**config.mk**
```make
export PLATFORM = sky130hd
export DESIGN_NAME = quadrature_decoder_speed
export DESIGN_NICKNAME = d
export VERILOG_FILES = /design/src/rtl/qds_pkg.sv /design/src/rtl/qds_front.sv /design/src/rtl/qds_queue.sv /design/src/rtl/qds_back.sv /design/src/rtl/quadrature_decoder_speed.sv
export SDC_FILE = /design/constraint.sdc
export NUM_CORES = 1
export LEC_CHECK = 0
export BUFFER_PORTS_ARGS = -buffer_cell sky130_fd_sc_hd__buf_2
export CAP_MARGIN = 10
export CORE_MARGIN = 2
export CORE_UTILIZATION = 60
export CTS_CLUSTER_SIZE = 40
export DETAILED_ROUTE_END_ITERATION = 8
export MAX_ROUTING_LAYER = met4
export PLACE_DENSITY_LB_ADDON = 0.1
export SYNTH_ARGS = -nofsm -noshare
export SYNTH_HDL_FRONTEND = slang
export SYNTH_SLANG_ARGS = --single-unit
```
**constraint.sdc**
```tcl
create_clock -name clk_i -period 7.85 [get_ports clk_i]
set_input_delay 0.3925 -clock clk_i [delete_from_list [all_inputs] [get_ports clk_i]]
set_output_delay 0.3925 -clock clk_i [all_outputs]
set_load 0.005 [all_outputs]
```
**src/rtl/qds_pkg.sv**
```systemverilog
`timescale 1ns / 1ps
package qds_pkg;

  // Field widths
  localparam int POS_BITS  = 32;
  localparam int EDGE_BITS = 16;
  localparam int PPR_W     = 16;
  localparam int WPS_W     = 14;
  localparam int RPM_W     = 20;
  localparam int CFG_W     = 16;

  // Speed arithmetic widths: edges * wps, times 60, over ppr * 4
  localparam int PROD_W = EDGE_BITS + WPS_W;
  localparam int NUM_W  = PROD_W + 6;
  localparam int DEN_W  = PPR_W + 2;
  localparam int CNT_W  = $clog2(NUM_W + 1);

  // Queue between front and back
  localparam int Q_DEPTH = 2;
  localparam int Q_AW    = $clog2(Q_DEPTH);

  // Reset values of the configuration registers
  localparam logic [PPR_W-1:0] PPR_RESET = PPR_W'(96);
  localparam logic [WPS_W-1:0] WPS_RESET = WPS_W'(100);

  // Register indexes
  localparam logic REG_PPR = 1'b0;
  localparam logic REG_WPS = 1'b1;

  // Input commands
  localparam logic CMD_SAMPLE = 1'b0;
  localparam logic CMD_TICK   = 1'b1;

  // Pin codes that follow each code when turning forward
  localparam logic [1:0] FWD_NEXT [4] = '{2'h2, 2'h0, 2'h3, 2'h1};

  typedef enum logic [2:0] {
    OP_HOLD,
    OP_FWD,
    OP_REV,
    OP_JUMP,
    OP_TICK
  } qds_op_e;

  typedef struct packed {
    logic       command;
    logic [1:0] pin_state;
  } qds_in_t;

  typedef struct packed {
    logic signed [31:0] position;
    logic [19:0]        speed_rpm;
    logic [15:0]        edge_count;
    logic               step_error;
  } qds_out_t;

  typedef struct packed {
    logic full;
    logic empty;
  } qds_q_st_t;

endpackage

```
**src/rtl/qds_front.sv**
```systemverilog
`timescale 1ns / 1ps
module qds_front (
  input  logic              clk_i,
  input  logic              rst_ni,
  input  logic              in_valid_i,
  output logic              in_ready_o,
  input  qds_pkg::qds_in_t  in_data_i,
  input  logic              full_i,
  output logic              push_o,
  output qds_pkg::qds_op_e  push_op_o
);
  import qds_pkg::*;

  logic [1:0] last_pins_q, last_pins_d;
  logic [1:0] diff;

  // Accept whenever the queue has room
  assign in_ready_o = !full_i;
  assign push_o     = in_valid_i && !full_i;

  // Classify the transaction against the previous sample
  assign diff = in_data_i.pin_state ^ last_pins_q;

  always_comb begin
    priority if (in_data_i.command == CMD_TICK) begin
      push_op_o = OP_TICK;
    end else if (diff == 2'b11) begin
      push_op_o = OP_JUMP;
    end else if (diff == 2'b00) begin
      push_op_o = OP_HOLD;
    end else if (FWD_NEXT[last_pins_q] == in_data_i.pin_state) begin
      push_op_o = OP_FWD;
    end else begin
      push_op_o = OP_REV;
    end
  end

  // Track pin levels on accepted samples
  always_comb begin
    last_pins_d = last_pins_q;
    if (push_o && in_data_i.command == CMD_SAMPLE) begin
      last_pins_d = in_data_i.pin_state;
    end
  end

  always_ff @(posedge clk_i or negedge rst_ni) begin
    if (!rst_ni) begin
      last_pins_q <= '0;
    end else begin
      last_pins_q <= last_pins_d;
    end
  end

endmodule

```
**src/rtl/qds_queue.sv**
```systemverilog
`timescale 1ns / 1ps
module qds_queue (
  input  logic                clk_i,
  input  logic                rst_ni,
  input  logic                push_i,
  input  qds_pkg::qds_op_e    op_i,
  input  logic                pop_i,
  output qds_pkg::qds_op_e    op_o,
  output qds_pkg::qds_q_st_t  status_o
);
  import qds_pkg::*;

  qds_op_e         slot_q [Q_DEPTH];
  logic [Q_AW-1:0] wr_ptr_q, wr_ptr_d;
  logic [Q_AW-1:0] rd_ptr_q, rd_ptr_d;
  logic [Q_AW:0]   count_q, count_d;

  assign status_o.full  = (count_q == (Q_AW+1)'(Q_DEPTH));
  assign status_o.empty = (count_q == '0);
  assign op_o           = slot_q[rd_ptr_q];

  // Advance pointers and occupancy
  always_comb begin
    wr_ptr_d = wr_ptr_q;
    rd_ptr_d = rd_ptr_q;
    count_d  = count_q;
    if (push_i) begin
      wr_ptr_d = wr_ptr_q + 1'b1;
    end
    if (pop_i) begin
      rd_ptr_d = rd_ptr_q + 1'b1;
    end
    if (push_i && !pop_i) begin
      count_d = count_q + 1'b1;
    end else if (!push_i && pop_i) begin
      count_d = count_q - 1'b1;
    end
  end

  always_ff @(posedge clk_i or negedge rst_ni) begin
    if (!rst_ni) begin
      wr_ptr_q <= '0;
      rd_ptr_q <= '0;
      count_q  <= '0;
    end else begin
      wr_ptr_q <= wr_ptr_d;
      rd_ptr_q <= rd_ptr_d;
      count_q  <= count_d;
    end
  end

  // Store entries
  always_ff @(posedge clk_i) begin
    if (push_i) begin
      slot_q[wr_ptr_q] <= op_i;
    end
  end

endmodule

```
**src/rtl/qds_back.sv**
```systemverilog
`timescale 1ns / 1ps
module qds_back (
  input  logic                        clk_i,
  input  logic                        rst_ni,
  input  logic [qds_pkg::PPR_W-1:0]   ppr_i,
  input  logic [qds_pkg::WPS_W-1:0]   wps_i,
  input  logic                        empty_i,
  input  qds_pkg::qds_op_e            op_i,
  output logic                        pop_o,
  output logic                        out_valid_o,
  input  logic                        out_ready_i,
  output qds_pkg::qds_out_t           out_data_o
);
  import qds_pkg::*;

  localparam logic [1:0] S_IDLE = 2'd0;
  localparam logic [1:0] S_LOAD = 2'd1;
  localparam logic [1:0] S_DIV  = 2'd2;
  localparam logic [1:0] S_DONE = 2'd3;

  logic [1:0]           state_q, state_d;
  logic [POS_BITS-1:0]  pos_q, pos_d;
  logic [EDGE_BITS-1:0] edges_q, edges_d;
  logic [RPM_W-1:0]     speed_q, speed_d;
  logic [PROD_W-1:0]    prod_q, prod_d;
  logic [NUM_W-1:0]     quo_q, quo_d;
  logic [DEN_W-1:0]     rem_q, rem_d;
  logic [DEN_W-1:0]     den_q, den_d;
  logic                 den_zero_q, den_zero_d;
  logic [CNT_W-1:0]     cnt_q, cnt_d;
  logic                 out_valid_q, out_valid_d;
  qds_out_t             out_q, out_d;
  logic                 out_free;
  logic [DEN_W:0]       trial;
  logic                 trial_ge;
  logic [NUM_W-1:0]     num;
  logic [RPM_W-1:0]     rpm;

  assign out_free    = !out_valid_q || out_ready_i;
  assign pop_o       = (state_q == S_IDLE) && !empty_i && out_free;
  assign out_valid_o = out_valid_q;
  assign out_data_o  = out_q;

  // Numerator: product times sixty as two shifts
  assign num = (NUM_W'(prod_q) << 6) - (NUM_W'(prod_q) << 2);

  // One restoring division step
  assign trial    = {rem_q, quo_q[NUM_W-1]};
  assign trial_ge = (trial >= {1'b0, den_q});

  // Saturate the quotient
  assign rpm = (den_zero_q || (|quo_q[NUM_W-1:RPM_W])) ? '1 : quo_q[RPM_W-1:0];

  always_comb begin
    state_d     = state_q;
    pos_d       = pos_q;
    edges_d     = edges_q;
    speed_d     = speed_q;
    prod_d      = prod_q;
    quo_d       = quo_q;
    rem_d       = rem_q;
    den_d       = den_q;
    den_zero_d  = den_zero_q;
    cnt_d       = cnt_q;
    out_valid_d = out_valid_q && !out_ready_i;
    out_d       = out_q;

    unique case (state_q)
      S_IDLE: begin
        if (pop_o) begin
          // Carry out one classified transaction
          out_d.step_error = 1'b0;
          unique case (op_i)
            OP_FWD: begin
              pos_d = pos_q + 1'b1;
              if (edges_q != '1) begin
                edges_d = edges_q + 1'b1;
              end
            end
            OP_REV: begin
              pos_d = pos_q - 1'b1;
              if (edges_q != '1) begin
                edges_d = edges_q + 1'b1;
              end
            end
            OP_JUMP: begin
              out_d.step_error = 1'b1;
            end
            OP_TICK: begin
              prod_d  = PROD_W'(edges_q) * PROD_W'(wps_i);
              edges_d = '0;
              state_d = S_LOAD;
            end
            default: begin
            end
          endcase
          if (op_i != OP_TICK) begin
            out_valid_d      = 1'b1;
            out_d.position   = 32'(signed'(pos_d));
            out_d.speed_rpm  = speed_q;
            out_d.edge_count = 16'(edges_d);
          end
        end
      end
      S_LOAD: begin
        // Load divider operands
        quo_d      = num;
        rem_d      = '0;
        den_d      = {ppr_i, 2'b00};
        den_zero_d = (ppr_i == '0);
        cnt_d      = CNT_W'(NUM_W);
        state_d    = S_DIV;
      end
      S_DIV: begin
        // Shift in one quotient bit per cycle
        rem_d = trial_ge ? DEN_W'(trial - {1'b0, den_q}) : trial[DEN_W-1:0];
        quo_d = {quo_q[NUM_W-2:0], trial_ge};
        cnt_d = cnt_q - 1'b1;
        if (cnt_q == CNT_W'(1)) begin
          state_d = S_DONE;
        end
      end
      S_DONE: begin
        // Hold the result until the output slot frees up
        if (out_free) begin
          speed_d          = rpm;
          out_valid_d      = 1'b1;
          out_d.position   = 32'(signed'(pos_q));
          out_d.speed_rpm  = rpm;
          out_d.edge_count = 16'(edges_q);
          out_d.step_error = 1'b0;
          state_d          = S_IDLE;
        end
      end
      default: begin
        state_d = S_IDLE;
      end
    endcase
  end

  always_ff @(posedge clk_i or negedge rst_ni) begin
    if (!rst_ni) begin
      state_q     <= S_IDLE;
      pos_q       <= '0;
      edges_q     <= '0;
      speed_q     <= '0;
      out_valid_q <= 1'b0;
      cnt_q       <= '0;
    end else begin
      state_q     <= state_d;
      pos_q       <= pos_d;
      edges_q     <= edges_d;
      speed_q     <= speed_d;
      out_valid_q <= out_valid_d;
      cnt_q       <= cnt_d;
    end
  end

  always_ff @(posedge clk_i) begin
    prod_q     <= prod_d;
    quo_q      <= quo_d;
    rem_q      <= rem_d;
    den_q      <= den_d;
    den_zero_q <= den_zero_d;
    out_q      <= out_d;
  end

endmodule

```
**src/rtl/quadrature_decoder_speed.sv**
```systemverilog
`timescale 1ns / 1ps
// Channel  Direction  Handshake              Payload
// in       input      in_valid_i/in_ready_o  in_data_i   (command, pin_state)
// out      output     out_valid_o/out_ready_i out_data_o (position, speed, edges, error)
// cfg      input      cfg_we_i               cfg_idx_i, cfg_data_i
//
// The back end handles a pin sample in its idle state; a window tick runs the multiply,
// operand load and result states around a restoring divider that
// produces one quotient bit per cycle over the 36-bit numerator.
// Reset clears position, edge count, speed and last pin levels and loads
// 96 pulses per revolution and 100 windows per second.
// A stalled output holds the back end; the two-entry queue then stalls the front when full.
module quadrature_decoder_speed (
  input  logic                       clk_i,
  input  logic                       rst_ni,
  input  logic                       in_valid_i,
  output logic                       in_ready_o,
  input  qds_pkg::qds_in_t           in_data_i,
  output logic                       out_valid_o,
  input  logic                       out_ready_i,
  output qds_pkg::qds_out_t          out_data_o,
  input  logic                       cfg_we_i,
  input  logic                       cfg_idx_i,
  input  logic [qds_pkg::CFG_W-1:0]  cfg_data_i
);
  import qds_pkg::*;

  logic [PPR_W-1:0] ppr_q;
  logic [WPS_W-1:0] wps_q;
  logic             push;
  qds_op_e          push_op;
  logic             pop;
  qds_op_e          pop_op;
  qds_q_st_t        q_st;

  // Configuration registers
  always_ff @(posedge clk_i or negedge rst_ni) begin
    if (!rst_ni) begin
      ppr_q <= PPR_RESET;
      wps_q <= WPS_RESET;
    end else if (cfg_we_i) begin
      unique case (cfg_idx_i)
        REG_PPR: ppr_q <= cfg_data_i[PPR_W-1:0];
        REG_WPS: wps_q <= cfg_data_i[WPS_W-1:0];
        default: begin
        end
      endcase
    end
  end

  qds_front u_front (
    .clk_i      (clk_i),
    .rst_ni     (rst_ni),
    .in_valid_i (in_valid_i),
    .in_ready_o (in_ready_o),
    .in_data_i  (in_data_i),
    .full_i     (q_st.full),
    .push_o     (push),
    .push_op_o  (push_op)
  );

  qds_queue u_queue (
    .clk_i    (clk_i),
    .rst_ni   (rst_ni),
    .push_i   (push),
    .op_i     (push_op),
    .pop_i    (pop),
    .op_o     (pop_op),
    .status_o (q_st)
  );

  qds_back u_back (
    .clk_i       (clk_i),
    .rst_ni      (rst_ni),
    .ppr_i       (ppr_q),
    .wps_i       (wps_q),
    .empty_i     (q_st.empty),
    .op_i        (pop_op),
    .pop_o       (pop),
    .out_valid_o (out_valid_o),
    .out_ready_i (out_ready_i),
    .out_data_o  (out_data_o)
  );

  // Never accept into a full queue
  assert property (@(posedge clk_i) disable iff (!rst_ni) q_st.full |-> !in_ready_o)
    else $error("input accepted while queue full");

  // Never pop an empty queue
  assert property (@(posedge clk_i) disable iff (!rst_ni) pop |-> !q_st.empty)
    else $error("pop from empty queue");

  // Queue is never full and empty at once
  assert property (@(posedge clk_i) disable iff (!rst_ni) !(q_st.full && q_st.empty))
    else $error("queue status inconsistent");

endmodule
```
==> impl_metrics.json, run 1 <==
{
  "period_share_pct": 83.1,
  "setup.worst_path.start_class": "flip-flop",
  "vdd_drop_max_uv": 327,
  "worstRegToRegCells": 22,
  "rows": 72,
  "cp_data_arrival_time_ns": 6.80,
  "swShare_pct": 44.3,
  "clkPwrFrac_pct": 15.7,
  "final-max-slew-violation-count": 0,
  "yosysTopAreaCell": "edfxtp_1",
  "final.setup_skew_ns": 0.0199,
  "hp-class": "input pin to flip-flop",
  "drt_pass1_iterations": 5,
  "fin_crit_ns": 6.52,
  "setup_viol": 0,
  "drtAntennaViolNets": 0,
  "cts_tree": "done",
  "drt_iter0_drc": 992,
  "root_buffer": "clkbuf_16",
  "rsz0062_at_grt": "no",
  "critPathMaxStageDelay_ns": 0.62,
  "power_uw": 10300,
  "die_h_um": 202,
  "htreeDepth": 2,
  "whs_endpoint": "ppr_q[15]$_DFFE_PN0P_",
  "cp.depth": 22,
  "slowest_stage": "dfrtp_1",
  "synth_edf_count": 176,
  "reg2reg_to": "u_back.prod_q[28]$_DFFE_PP_",
  "power_switching_uw": 4570,
  "ctsResizeCount": 0,
  "synth_area_um2": 23400,
  "routed_wl_um": 52800,
  "async_flop_share_pct": 39.1,
  "end_kind": "flip-flop",
  "syn2layout_area_growth_pct": 8.61,
  "track_usage_pct": 27.5,
  "required_ns": 8.12,
  "route.detailed.drc": 0,
  "fin_area_um2": 25400,
  "clk_pin_slew_ns": 0.06,
  "vias": 17300,
  "reg2reg_from": "u_back.edges_q[5]$_DFFE_PN0P_",
  "seq_power_share_pct": 28.0,
  "synth_cell_types": 86,
  "crit_family": "adder cells",
  "synth_area_per_cell_um2": 9.61,
  "outcome": "complete, no violations",
  "critPathBufInv": 6,
  "r2r_setup_slack_ns": 1.33,
  "p_int_uw": 5740,
  "syn-num-nets": 2804,
  "grt_pass1_vias": 17400,
  "cts_buffers": 34,
  "antenna_cells": 0,
  "grt_max_degree": 80,
  "ys_seq_elements": 289,
  "grt_pass1_wl_um": 87700,
  "hold_path.startpoint": "cfg_data_i[15]",
  "fillers": 3168,
  "die_area_um2": 40600,
  "yosys_warnings": 0,
  "tns_ns": 0,
  "clk_path_buf_depth": 3,
  "die_w_um": 202,
  "io_pins": 96,
  "core_um2": 38600,
  "globalRouteOverflowTotal": 0,
  "yosys.area.top_type_share_pct": 22.6,
  "max-cap-violations": 0,
  "hold_depth": 2,
  "worst_pin_slew_ns": 1.21,
  "crit_type": "flip-flop to flip-flop",
  "via_per_inst": 5.75,
  "drive_above_1_share_pct": 9.81,
  "clock-sinks": 289,
  "clock_latency_ns": 0.54,
  "p_per_area_nw_per_um2": 406,
  "synth-main-ff-cell": "edfxtp_1",
  "dp_hpwl_um": 39600,
  "nets": 2841,
  "combPwrFrac_pct": 56.3,
  "power.leakage_uw": 0.0117,
  "place_congestion": 0.887,
  "wl_per_cell_um": 17.5,
  "path_cells": "and2_1 -> fa_1 -> inv_1 -> fa_1 -> inv_1 -> fa_1 -> inv_1 -> fa_1 -> inv_1 -> fa_1 -> inv_1 -> fa_1 -> inv_1 -> ha_1 -> a21o_1 -> nand2_1 -> a21o_1 -> a21oi_1 -> o31a_1 -> a21boi_0 -> o31ai_1 -> xor2_1",
  "synth_cells": 2436,
  "post_dp_cell_area_um2": 24300,
  "hold_viol_final": 0,
  "fmax_mhz": 153,
  "ys_seq_area_share_pct": 34.7,
  "start_util_pct": 60.7,
  "crit_fanout": 21,
  "synth_area_leaders": "edfxtp_1, fa_1, dfrtp_1",
  "port_buffers": 95,
  "relSlewSlack_pct": 19.3,
  "antenna_found_initial": 0
}
layout by cell type, fill, tap and decap left out, types with 7 or more instances in the layout:
cell type / synthesis / final
mux2i_1: 12 / 12
a211oi_1: 16 / 15
buf_4: 1 / 16
clkbuf_1: 102 / 7
nand4_1: 21 / 21
a21o_1: 62 / 62
nor2b_1: 15 / 14
nor4_1: 11 / 11
fa_1: 167 / 167
nand2b_1: 18 / 18
mux2_2: 47 / 47
inv_1: 262 / 262
xor2_1: 39 / 39
and2_1: 125 / 125
buf_2: 6 / 94
a31oi_1: 23 / 23
clkbuf_16: 0 / 37
edfxtp_1: 176 / 176
o21ai_0: 111 / 111
o21bai_1: 17 / 17
dfrtp_1: 108 / 108
xnor2_1: 58 / 58
o31ai_1: 9 / 9
nand3_1: 32 / 32
o21a_1: 15 / 15
and3_1: 11 / 11
a21oi_1: 167 / 167
o31a_1: 7 / 7
nor3_1: 24 / 24
nor2_1: 160 / 157
nand2_1: 320 / 320
ha_1: 176 / 173
kinds of logic after synthesis:
kind of cell / count (synthesis) / synth area share (%)
multiplexers: 60 / 2.84
adder cells (fa/ha/maj): 343 / 23.7
XOR/XNOR: 97 / 3.63
flip-flops: 289 / 34.7
buffers and inverters: 373 / 6.06
AND/OR/NAND/NOR: 767 / 15.3
AO/OA/AOI/OAI: 507 / 13.8
synth_stat cells (all sizes together), types with 16 or more instances:
library cell and number:
nand3 32, mux2 48, fa 167, nand2b 18, nor2 162, and2 125, clkbuf 102, inv 262
dfrtp 108, o21bai 17, ha 176, edfxtp 176, nor3 25, nand2 320, xor2 39, a21oi 168
a211oi 16, xnor2 58, a21o 62, a31oi 23, nand4 21, o21ai 113
what timing repair did:
action,4_1_cts,5_1_grt
endpoints found under the setup margin,0,0
buffers inserted,0,0
hold buffers,1,0
hold endpoints to repair,33,0
sequential cells by signal, summed over array words and instances (netlist names), 2 cells and up:
signal,flops
ppr_q,16
u_back.rem_q,18
u_back.cnt_q,6
u_back.pos_q,32
u_back.prod_q,30
u_back.edges_q,16
u_back.quo_q,36
u_queue.count_q,2
u_back.state_q,2
u_front.last_pins_q,2
u_back.den_q,16
u_back.out_data_o,69
u_back.speed_q,20
u_queue.slot_q,6
wps_q,14
cell type report:
class	instances	area [µm²]	share of cell area, %
Multi-Input combinational cell	1774	13900	54.7
Sequential cell	289	8120	31.9
Clock buffer	49	1020	4.01
Inverter	262	983	3.87
Tap cell	518	648	2.55
Timing Repair Buffer	112	628	2.47
Clock inverter	12	124	0.487
layer usage:
layer  vias to the layer above  share of wire [%]  global-route usage [%]
met5                         -                  0                       -
met4                         0                2.5                    8.61
met3                        77                4.2                    4.00
met2                       328                 47                    43.5
met1                      8580                 46                    37.0
li1                       8362                  -                       -
worst max path at each step:
| stage | from | end | slack [ns] |
|---|---|---|---|
| 5_1_grt | u_back.edges_q[5]$_DFFE_PN0P_ | u_back.prod_q[28]$_DFFE_PP_ | 0.95 |
| 3_5_place_dp | u_back.edges_q[5]$_DFFE_PN0P_ | u_back.prod_q[28]$_DFFE_PP_ | 1.35 |
| 2_1_floorplan | u_queue.rd_ptr_q$_DFFE_PN0P_ | u_back.out_data_o[10]$_DFFE_PP_ | 0.99 |
| 6_report | u_back.edges_q[5]$_DFFE_PN0P_ | u_back.prod_q[28]$_DFFE_PP_ | 1.33 |
| 3_3_place_gp | u_back.edges_q[5]$_DFFE_PN0P_ | u_back.prod_q[28]$_DFFE_PP_ | 1.47 |
| 4_1_cts | u_back.edges_q[5]$_DFFE_PN0P_ | u_back.prod_q[28]$_DFFE_PP_ | 1.33 |
power by group through the flow:
| stage | Sequential (µW) | Combinational [µW] | Clock (µW) |
|---|---|---|---|
| finish | 2890 | 5810 | 1610 |
| floorplan | 2780 | 4530 | 0 |
| CTS | 2880 | 5860 | 1650 |
| detailed placement | 2910 | 5820 | 0 |
| global placement | 2890 | 5670 | 0 |
| global route | 2950 | 6620 | 1710 |
stage by stage:
stage               worst slack (ns)  instances  hold slack, ns  utilization, %
floorplan                      0.994       2436          0.0969               -
global placement                1.47       2953           0.390            62.9
detailed placement              1.35       2953           0.398            62.9
CTS                             1.33       3015          0.0699            65.9
global route                   0.948       3016          0.0877            66.0
finish                          1.33       3016          0.0945            66.0
Note: power is estimated with default switching activity, not from simulation.
==> inputs of run 2 (changes only) <==
- ABC_AREA: not set -> 1
- clock period: 7.85 -> 6.6 ns (I/O delays scaled with it)
==> impl_metrics.json, run 2 <==
{
  "yosysTopAreaCell": "edfxtp_1",
  "final.setup_skew_ns": 0.0241,
  "globalRouteOverflowTotal": 0,
  "ys_seq_area_share_pct": 31.9,
  "fin_crit_ns": 5.94,
  "grt_max_degree": 74,
  "drive_above_1_share_pct": 6.79,
  "die_w_um": 210,
  "syn-num-nets": 3724,
  "required_ns": 6.90,
  "path_cells": "nand2_1 -> inv_1 -> fa_1 -> inv_1 -> fa_1 -> inv_1 -> fa_1 -> ha_1 -> fa_1 -> inv_1 -> fa_1 -> inv_1 -> ha_1 -> nand2_1 -> nand2_1 -> o21bai_1 -> a21oi_1 -> o21ai_0 -> nand3_1 -> nand2_1 -> xor2_1",
  "synth_area_per_cell_um2": 7.58,
  "clock_latency_ns": 0.55,
  "period_share_pct": 89.9,
  "crit_fanout": 21,
  "cp_data_arrival_time_ns": 6.23,
  "syn2layout_area_growth_pct": 7.77,
  "critPathBufInv": 5,
  "synth-main-ff-cell": "edfxtp_1",
  "clk_pin_slew_ns": 0.06,
  "largest_register_ffs": 69,
  "die_area_um2": 44100,
  "core_um2": 41900,
  "synth-adder-area-share_pct": 21.8,
  "clock-sinks": 289,
  "drtAntennaViolNets": 0,
  "final_common_cell": "nand2_1",
  "antenna_found_initial": 2,
  "synth_mux_area_share_pct": 0.133,
  "htreeDepth": 2,
  "die_h_um": 210,
  "synth_xor_xnor_area_share_pct": 2.20,
  "power.leakage_uw": 0.0146,
  "synth_area_um2": 25400,
  "slowest_stage": "dfrtp_1",
  "grt_pass1_wl_um": 109000,
  "layout_common_cells": "nand2_1, inv_1, nor2_1",
  "cts_tree": "done",
  "cts_hold_buf": 2,
  "fillers": 3681,
  "multi_input_area_um2": 14400,
  "final_util_pct": 65.5,
  "routed_wl_um": 67100,
  "synth.most_common_cell": "nand2_1",
  "route.detailed.drc": 0,
  "drt_iter0_drc": 1948,
  "ys_top_cells_by_count": "nand2_1, inv_1, nor2_1, o21ai_0",
  "via_per_inst": 5.43,
  "relSlewSlack_pct": 34.9,
  "async_flop_share_pct": 39.1,
  "grt_pass1_vias": 21100,
  "tns_ns": 0,
  "vdd_drop_max_uv": 378,
  "synth_top_family_by_area": "simple AND/OR/NAND/NOR gates",
  "dp_hpwl_um": 52000,
  "ctsResizeCount": 0,
  "start_util_pct": 60.8,
  "final-max-slew-violation-count": 0,
  "cts_buffers": 34,
  "synth_compound_area_share_pct": 8.59,
  "clk_path_buf_depth": 3,
  "fmax_mhz": 168,
  "p_per_area_nw_per_um2": 504,
  "synth_edf_count": 176,
  "hold_viol_final": 0,
  "worstRegToRegCells": 21,
  "post_cts_buffers": 0,
  "setup_viol": 0,
  "io_pins": 96,
  "port_buffers": 95,
  "seq_area_um2": 8120,
  "critPathMaxStageDelay_ns": 0.68,
  "synth_cells": 3356,
  "ys_seq_elements": 289,
  "crit_type": "flip-flop to flip-flop",
  "synth_area_leaders": "edfxtp_1, nand2_1, fa_1",
  "track_usage_pct": 32.2,
  "crit_family": "adder cells",
  "yosys.area.top_type_share_pct": 20.8,
  "rsz0062_at_grt": "no",
  "nets": 3762,
  "vias": 21500,
  "wl_per_cell_um": 17.0,
  "end_kind": "flip-flop",
  "root_buffer": "clkbuf_16",
  "hold_depth": 2,
  "antenna_cells": 0,
  "hp-class": "input pin to flip-flop",
  "yosys_warnings": 0,
  "max-cap-violations": 0,
  "setup.worst_path.start_class": "flip-flop",
  "place_congestion": 0.937,
  "synth-simple-area-share_pct": 23.8,
  "rows": 75,
  "worst_pin_slew_ns": 0.974,
  "synth_cell_types": 48,
  "drt_pass1_iterations": 6,
  "cp.depth": 21,
  "outcome": "complete, no violations"
}
==> run 2: changes by cell type after synthesis, moves of 56 or more <==
cell     previous run  this run
nor2_1            160       216
inv_1             262       645
and2_1            125         0
o21ai_0           111       213
nand2_1           320      1000
nand3_1            32       155
==> run 2: metal layers <==
layer,track usage (%),up-vias,routed length (µm),share of wire [%]
li1,-,10500,-,-
met1,43.0,10100,29200,44
met2,50.8,708,31100,46
met3,5.18,130,4580,6.8
met4,10.1,0,2230,3.3
met5,-,-,0,0
==> run 2: kinds of logic after synthesis <==
kind of cell / after synthesis
AND/OR/NAND/NOR: 1482
buffers and inverters: 767
AO/OA/AOI/OAI: 408
adder cells (fa/ha/maj): 343
flip-flops: 289
XOR/XNOR: 64
multiplexers: 3
==> run 2: where the power goes <==
part	leakage [µW]	switching (µW)	internal [µW]	total (µW)
combinational	0.0109	5390	2790	8180
clock	0.000551	785	1120	1900
sequential	0.00310	579	3150	3730
==> run 2: cell type report <==
class	count	area share [%]
multi-input cells	2300	52.5
flip-flops and latches	289	29.6
inverters	651	8.92
clock buffers	48	3.56
well taps	539	2.46
repair buffers	118	2.39
clock inverters	13	0.520
==> run 2: metrics by stage <==
stage	cells	power, µW	setup slack [ns]	cell area (µm²)	hold WS [ns]
CTS	3958	13800	0.702	27400	0.0284
global placement	3895	11600	0.788	26300	0.409
finish	3958	13800	0.664	27400	0.0450
global route	3958	15100	0.356	27400	0.0397
floorplan	3356	9570	0.0696	25400	0.0344
detailed placement	3895	11900	0.707	26300	0.417
==> run 2: path summary, 6_finish.rpt <==
| path | from | to | slack [ns] |
|---|---|---|---|
| hold / removal | cfg_data_i[15] | ppr_q[15]$_DFFE_PN0P_ | 0.04 |
| hold reg to reg | ppr_q[8]$_DFFE_PN0P_ | u_back.den_q[10]$_DFFE_PN_ | 0.48 |
| setup reg to reg | u_back.edges_q[4]$_DFFE_PN0P_ | u_back.prod_q[21]$_DFFE_PP_ | 0.66 |
| max in group asynchronous | rst_ni | u_back.edges_q[13]$_DFFE_PN0P_ | 4.84 |
| setup / recovery | u_back.edges_q[4]$_DFFE_PN0P_ | u_back.prod_q[21]$_DFFE_PP_ | 0.66 |
| min in group asynchronous | rst_ni | u_back.cnt_q[4]$_DFFE_PN0P_ | 0.36 |
==> inputs of run 3 (changes only) <==
- ABC_AREA: 1 -> not set
- ABC_CLOCK_PERIOD_IN_PS: not set -> 6600
==> impl_metrics.json, run 3 (synthesis gave the netlist of run 1 again) <==
{
  "outcome": "complete, no violations",
  "io_pins": 96,
  "path_cells": "buf_4 -> and2_1 -> fa_1 -> inv_1 -> fa_1 -> inv_1 -> fa_1 -> fa_1 -> fa_1 -> inv_1 -> fa_1 -> inv_1 -> ha_1 -> a21oi_1 -> o21a_1 -> o21ai_0 -> nand3_1 -> nand3_1 -> a31oi_4 -> mux2i_1 -> a221oi_1",
  "drive_above_1_share_pct": 10.6,
  "vdd_drop_max_uv": 438,
  "stdcell_count": 3035,
  "grt_max_degree": 74,
  "cts_buffers": 31,
  "fillers": 3143,
  "final-max-slew-violation-count": 0,
  "clk_pin_slew_ns": 0.06,
  "preCtsSetupSlack_ns": 0.293,
  "cp_data_arrival_time_ns": 6.49,
  "die_w_um": 202,
  "route.detailed.drc": 0,
  "dp_hpwl_um": 40100,
  "power_uw": 12200,
  "whs_ns": 0.0273,
  "drtAntennaViolNets": 0,
  "wl_per_cell_um": 17.4,
  "fmax_mhz": 162,
  "setup_viol": 0,
  "setup.worst_path.start_class": "flip-flop",
  "final.setup_skew_ns": 0.0177,
  "worst_pin_slew_ns": 1.18,
  "layout_common_cells": "nand2_1, inv_1, edfxtp_1",
  "fin_crit_ns": 6.19,
  "vias": 17500,
  "required_ns": 6.90,
  "hold_viol_final": 0,
  "largest_register_ffs": 69,
  "period_share_pct": 93.8,
  "htreeDepth": 1,
  "final_common_cell": "nand2_1",
  "crit_type": "flip-flop to flip-flop",
  "die_area_um2": 40600,
  "grt_pass1_vias": 17500,
  "crit_fanout": 10,
  "routed_wl_um": 52800,
  "rsz0062_at_grt": "no",
  "via_per_inst": 5.78,
  "fin_ws_ns": 0.409,
  "critPathMaxStageDelay_ns": 0.55,
  "clock_latency_ns": 0.58,
  "drt_pass1_iterations": 5,
  "end_kind": "flip-flop",
  "critPathBufInv": 5,
  "cts_tree": "done",
  "root_buffer": "clkbuf_16",
  "place_congestion": 0.904,
  "max-cap-violations": 0,
  "core_um2": 38600,
  "placed_cells": 2972,
  "nets": 2861,
  "start_util_pct": 60.7,
  "relSlewSlack_pct": 20.9,
  "globalRouteOverflowTotal": 0,
  "power.leakage_uw": 0.0118,
  "crit_family": "adder cells",
  "tns_ns": 0,
  "port_buffers": 95,
  "hp-class": "input pin to flip-flop",
  "slowest_stage": "fa_1",
  "antenna_cells": 0,
  "drt_iter0_drc": 1215,
  "clock-sinks": 289,
  "clk_path_buf_depth": 3,
  "antenna_found_initial": 1,
  "die_h_um": 202,
  "crit_path_frequent_cell": "fa_1",
  "track_usage_pct": 27.3,
  "p_per_area_nw_per_um2": 477,
  "syn2layout_area_growth_pct": 9.13,
  "rows": 72,
  "grt_pass1_wl_um": 88000
}
-- run 3: changes by cell type in the layout (fill, tap and decap cells not counted), sizes merged, moves of 49 or more --
cell / previous run / this run
o21ai: 232 / 113
nand3: 156 / 32
inv: 654 / 263
nor2: 221 / 162
and2: 0 / 125
nand2: 1002 / 320
a21oi: 119 / 168
a21o: 7 / 62
-- run 3: path summary, 6_finish.rpt --
kind                       slack [ns]            startpoint                       endpoint  depth (start not counted)
hold reg to reg                  0.48  ppr_q[4]$_DFFE_PN0P_      u_back.den_q[6]$_DFFE_PN_                          0
max in group asynchronous        4.76                rst_ni          wps_q[12]$_DFFE_PN0P_                          3
min in group asynchronous        0.32                rst_ni  u_back.speed_q[2]$_DFFE_PN0P_                          2
setup reg to reg                 0.41  wps_q[4]$_DFFE_PN0P_    u_back.prod_q[29]$_DFFE_PP_                         21
setup / recovery                 0.41  wps_q[4]$_DFFE_PN0P_    u_back.prod_q[29]$_DFFE_PP_                         21
hold / removal                   0.03         cfg_data_i[1]           wps_q[1]$_DFFE_PN0P_                          2
-- run 3: what timing repair did --
item / in CTS / in global routing
buffers inserted: 0 / 0
hold endpoints to repair: 47 / 0
gates resized for setup: 0 / 8
setup endpoints to repair: 0 / 4
hold buffers: 6 / 0
-- run 3: where the power goes --
group	total (µW)	leakage, µW	internal (µW)	switching (µW)
Clock	1840	0.000523	1110	740
Sequential	3360	0.00298	2970	394
Combinational	6990	0.00830	2730	4260
Total	12200	0.0118	6800	5390
-- run 3: metal layers --
| layer | wire length [µm] | track usage, % | vias up | share of wire, % |
|---|---|---|---|---|
| met4 | 1470 | 7.59 | 0 | 2.8 |
| met3 | 2590 | 2.92 | 96 | 4.9 |
| met2 | 25000 | 43.7 | 423 | 47 |
| met1 | 23700 | 37.3 | 8635 | 45 |
| li1 | - | - | 8386 | - |
| met5 | 0 | - | - | 0 |
-- run 3: cell type report --
cell class | instances | area (µm²) | area share [%]
Multi-Input combinational cell | 1774 | 13900 | 54.5
Sequential cell | 289 | 8120 | 31.8
Inverter | 262 | 983 | 3.85
Clock buffer | 42 | 857 | 3.35
Timing Repair Buffer | 135 | 793 | 3.10
Tap cell | 518 | 648 | 2.54
Clock inverter | 15 | 220 | 0.862
-- run 3: metrics by stage --
stage	cell area (µm²)	utilization, %
after floorplan	23400	-
after global placement	24400	63.3
after detailed placement	24400	63.3
after CTS	25500	66.2
after global routing	25600	66.3
final	25600	66.3
